==> config.mk <==
export PLATFORM = sky130hd
export DESIGN_NAME = msrf_ctrl
export DESIGN_NICKNAME = d
export VERILOG_FILES = /design/src/msrf_pkg.sv /design/src/msrf_ctrl.sv
export SDC_FILE = /design/constraint.sdc
export NUM_CORES = 1
export LEC_CHECK = 0
export BUFFER_PORTS_ARGS = -buffer_cell sky130_fd_sc_hd__buf_2
export CAP_MARGIN = 20
export CORE_AREA = 2 2 39 41
export DETAILED_ROUTE_END_ITERATION = 10
export DIE_AREA = 0 0 41 43
export GPL_TIMING_DRIVEN = 0
export PLACE_DENSITY = 0.43
export SYNTH_ARGS = -nofsm -noshare
export SYNTH_HDL_FRONTEND = slang
export SYNTH_SLANG_ARGS = --single-unit
==> constraint.sdc <==
create_clock -name clk -period 2.6 [get_ports clk]
set_input_delay 0.52 -clock clk [delete_from_list [all_inputs] [get_ports clk]]
set_output_delay 0.52 -clock clk [all_outputs]
set_load 0.01 [all_outputs]
==> src/msrf_pkg.sv <==
// Shared types and constants for the min/max stretch and rotate frame block.
// No dependencies; every other file in src but msrf_ram imports this package.
`default_nettype none

package msrf_pkg;

    localparam int FRAME_COLS = 256;
    localparam int FRAME_ROWS = 192;
    localparam int PIXELS     = FRAME_COLS * FRAME_ROWS;

    localparam int PIX_W   = 16;
    localparam int BYTE_W  = 8;
    localparam int GRAY_W  = 8;
    localparam int ADDR_W  = $clog2(PIXELS);
    localparam int COUNT_W = $clog2(PIXELS + 1);
    localparam int COL_W   = $clog2(FRAME_COLS);
    localparam int ROW_W   = $clog2(FRAME_ROWS + 1);

    // Restoring divider: one quotient bit per step, quotient fits in GRAY_W bits.
    localparam int NUM_W     = PIX_W + GRAY_W;
    localparam int DIV_STEPS = GRAY_W;
    localparam int STEP_W    = $clog2(DIV_STEPS);

    localparam logic [GRAY_W-1:0] GRAY_MAX = {GRAY_W{1'b1}};
    localparam logic [PIX_W-1:0]  PIX_MAX  = {PIX_W{1'b1}};

    localparam logic FUNC_LOAD = 1'b0;
    localparam logic FUNC_READ = 1'b1;

    typedef struct packed {
        logic              func;
        logic [BYTE_W-1:0] raw_byte;
        logic              last_byte;
    } in_word_t;

    typedef struct packed {
        logic [GRAY_W-1:0] gray;
        logic              last_pixel;
        logic              flat_frame;
        logic [PIX_W-1:0]  frame_min;
        logic [PIX_W-1:0]  frame_max;
    } out_word_t;

    // Controller to datapath
    typedef struct packed {
        logic load;      // take a raw byte word
        logic read;      // start readout: issue RAM read, advance index
        logic prep;      // classify fetched pixel, set up divider
        logic div_step;  // one restoring division step
        logic out_load;  // move result into the output register
    } cmd_t;

    // Datapath to controller
    typedef struct packed {
        logic out_busy;  // output register full and not being taken
    } stat_t;

endpackage

`default_nettype wire

==> src/msrf_ctrl.sv <==
// Controller: input handshake and the readout sequence (fetch, prepare, divide, output).
// Depends on msrf_pkg.
`default_nettype none

module msrf_ctrl
    import msrf_pkg::*;
(
    input  wire logic  clk,
    input  wire logic  rst_n,
    input  wire logic  item_valid,
    output logic       item_ready,
    input  wire logic  item_func,
    input  wire stat_t stat,
    output cmd_t       cmd
);

    localparam logic [1:0] S_IDLE  = 2'd0;
    localparam logic [1:0] S_FETCH = 2'd1;
    localparam logic [1:0] S_DIV   = 2'd2;
    localparam logic [1:0] S_DONE  = 2'd3;

    logic [1:0]        state_reg, state_next;
    logic [STEP_W-1:0] step_reg, step_next;
    logic              accept;

    assign item_ready = (state_reg == S_IDLE);
    assign accept     = item_valid && item_ready;

    always_comb
    begin
        state_next   = state_reg;
        step_next    = step_reg;
        cmd          = '0;
        unique case (state_reg)
            S_IDLE:
            begin
                if (accept)
                begin
                    if (item_func == FUNC_READ)
                    begin
                        cmd.read   = 1'b1;
                        state_next = S_FETCH;
                    end
                    else
                    begin
                        cmd.load = 1'b1;
                    end
                end
            end
            S_FETCH:
            begin
                cmd.prep   = 1'b1;
                step_next  = '0;
                state_next = S_DIV;
            end
            S_DIV:
            begin
                cmd.div_step = 1'b1;
                step_next    = step_reg + 1'b1;
                if (step_reg == STEP_W'(DIV_STEPS - 1))
                begin
                    state_next = S_DONE;
                end
            end
            S_DONE:
            begin
                // hold until the output register frees up
                if (!stat.out_busy)
                begin
                    cmd.out_load = 1'b1;
                    state_next   = S_IDLE;
                end
            end
            default:
            begin
                state_next = S_IDLE;
            end
        endcase
    end

    always_ff @(posedge clk or negedge rst_n)
    begin
        if (!rst_n)
        begin
            state_reg <= S_IDLE;
            step_reg  <= '0;
        end
        else
        begin
            state_reg <= state_next;
            step_reg  <= step_next;
        end
    end

    a_read_fetches: assert property (@(posedge clk) disable iff (!rst_n)
        (accept && item_func == FUNC_READ) |=> (state_reg == S_FETCH))
        else $error("readout word did not start a fetch");

    a_out_when_free: assert property (@(posedge clk) disable iff (!rst_n)
        cmd.out_load |-> !stat.out_busy)
        else $error("output register overwritten while full");

    a_full_divide: assert property (@(posedge clk) disable iff (!rst_n)
        (state_reg == S_DIV && state_next == S_DONE) |-> (step_reg == STEP_W'(DIV_STEPS - 1)))
        else $error("division left before all quotient bits");

endmodule

`default_nettype wire

==> results.json <==
{
  "p_comb_frac": 0.546,
  "place_inst": 59,
  "fin_cells": 63,
  "cts_made_buffers": 3,
  "ctsHoldBuffers": 0,
  "grt_usage": 0.0887,
  "final_cell_mix": "10 x buf_2, 7 x ha_1, 5 x inv_1, 5 x dfrtp_1",
  "worst_ep_arrival_time_ps": 1270,
  "fin_hold_ws_ps": 88.6,
  "crit_buf_inv": 2,
  "p_int_uw": 286,
  "die-area_um2": 1760,
  "synth_nets": 45,
  "crit_path_end_kind": "output port",
  "synthCells": 33,
  "cp_slowest_cell": "dfrtp_1",
  "maxSlewViolCount": 0,
  "ys_warn_count": 0,
  "finalPower_uw": 476,
  "cpPeakStageDelay_ps": 380,
  "grt_overflow": 0,
  "crit_path_start_kind": "flip-flop",
  "final_common_cell": "buf_2",
  "htreeDepth": 1,
  "tightest_slew_ps": 195,
  "power.density_nw_per_um2": 1120,
  "fin_tns_setup_ps": 0,
  "first_pass_iters": 4,
  "crit_fanout": 4,
  "met3_usage": 0.0838,
  "place_congestion": 0.602,
  "gr-max-usage-layer": "met2",
  "clock_latency_ps": 240,
  "leakage_uw": 0.000242,
  "via_per_inst": 4.06,
  "antenna_found_initial": 0,
  "power_switching_share": 0.398,
  "ir_drop_mv": 0.400,
  "cp_cell_sequence": "inv_1 > ha_1 > and3_1 > buf_2",
  "hold_violations": 0,
  "pre_cts_slack_ps": 956,
  "vias": 256,
  "synth_area_um2": 330,
  "initial_utilization": 0.239,
  "finalCritPeriodShare": 0.688,
  "synth_top_area_frac": 0.379,
  "yosys_register_bits": 5,
  "clock_power_share": 0.187,
  "synth_top_area_cell": "dfrtp_1",
  "hold_class": "in2async",
  "routed_wl_um": 600,
  "drc": 0,
  "fin_crit_ps": 1790,
  "cpLargestDelayFamily": "flip-flops",
  "cts_tree": "yes",
  "fin_ws_ps": 810,
  "hpwlAfterDp_um": 493,
  "grt_max_degree": 8,
  "clk_pin_slew_ps": 40,
  "worstSetupPathType": "reg2out",
  "cts_resized": 0,
  "coreArea_um2": 1380,
  "p_switching_uw": 189,
  "finalClockSkew_ps": 3.41,
  "grt_pass1_vias": 248,
  "ant_nets": 0,
  "wl_per_cell_um": 9.52,
  "use_met2": 0.119,
  "grt_pass1_wl_um": 986,
  "seqPwrFrac": 0.267,
  "fmax_mhz": 559,
  "yosys-top-cells-area": "dfrtp_1 38%, ha_1 27%, inv_1 5.7%",
  "synthToLayoutAreaGrowth_pct": 29.2,
  "maxCapViolations": 0,
  "max_slew_margin": 0.870,
  "rsz0062_at_grt": "no",
  "largest_reg_flops": 3,
  "post_cts_buffers": 0,
  "drive_above_1_share": 0.298,
  "cp_data_required_time_ps": 2080,
  "grt_use_met1": 0.101,
  "drtIter0Drc": 3,
  "layout.nets": 60,
  "cts_sinks": 5,
  "ys_seq_area_frac": 0.379,
  "syn-mean-instance-area_um2": 10.0,
  "cts-root-buf": "clkbuf_4",
  "io_pins": 11,
  "die_h_um": 43,
  "dieWidth_um": 41,
  "portBuffers": 10,
  "clockBufferDepth": 2,
  "num_rows": 14,
  "synth_cell_types": 12,
  "finalSetupViolCount": 0,
  "status": "finished clean",
  "diodes": 0
}
[synthesized netlist by cell type, drive strengths merged]
library cell and n:
dfrtp 5, inv 5, nor2b 2, o21ai 3
ha 7, a221o 1, mux2 1, nor2 2
nand3 3, mux2i 1, nand2 2, and3 1
[through the flow]
stage | instance area, um2 | util
6_report | 427 | 0.308
5_1_grt | 427 | 0.308
4_1_cts | 427 | 0.308
3_5_place_dp | 400 | 0.289
3_3_place_gp | 400 | 0.289
2_1_floorplan | 330 | -
[cell type report]
cell class	count	area (um2)
Tap cell	16	20.0
Clock buffer	4	26.3
Inverter	5	18.8
Multi-Input combinational cell	23	186
Sequential cell	5	125
Timing Repair Buffer	10	50.0
Fill cell	144	957
[routing by layer]
| metal | up-vias | share of wire |
|---|---|---|
| met5 | - | 0 |
| met4 | 0 | 0 |
| met3 | 0 | 0.092 |
| met2 | 6 | 0.47 |
| met1 | 114 | 0.44 |
| li1 | 136 | - |
[logic make-up (layout without fill, tap and decap cells)]
family                     count (synthesis)  count (layout)  share of synthesized area
adders and majority gates                  7               7                      0.265
AOI/OAI and AO/OA                          4               4                     0.0757
buffers and inverters                      5              19                     0.0568
muxes                                      2               2                     0.0757
and+or+nand+nor                           10              10                      0.148
DFF                                        5               5                      0.379
[power groups by stage]
stage / combinational [uW] / clock, uW / sequential [uW]
2_1_floorplan: 201 / 0 / 122
3_3_place_gp: 267 / 0 / 127
3_5_place_dp: 265 / 0 / 129
4_1_cts: 268 / 92.9 / 128
5_1_grt: 298 / 95.6 / 132
6_report: 260 / 88.8 / 127
[path summary, 6_finish.rpt]
| path | start | endpoint | slack (ps) | cells after the start |
|---|---|---|---|---|
| max | state_reg[0] | cmd[3] | 810 | 4 |
| min | rst_n | step_reg[0] | 90 | 1 |
| max reg2reg | state_reg[0] | state_reg[1] | 970 | 5 |
| min reg2reg | step_reg[2] | step_reg[2] | 540 | 2 |
| max in group asynchronous | rst_n | state_reg[0] | 2370 | 1 |
| min in group clk | step_reg[2] | step_reg[2] | 540 | 2 |
No activity file was read; power rests on OpenSTA's default activity.
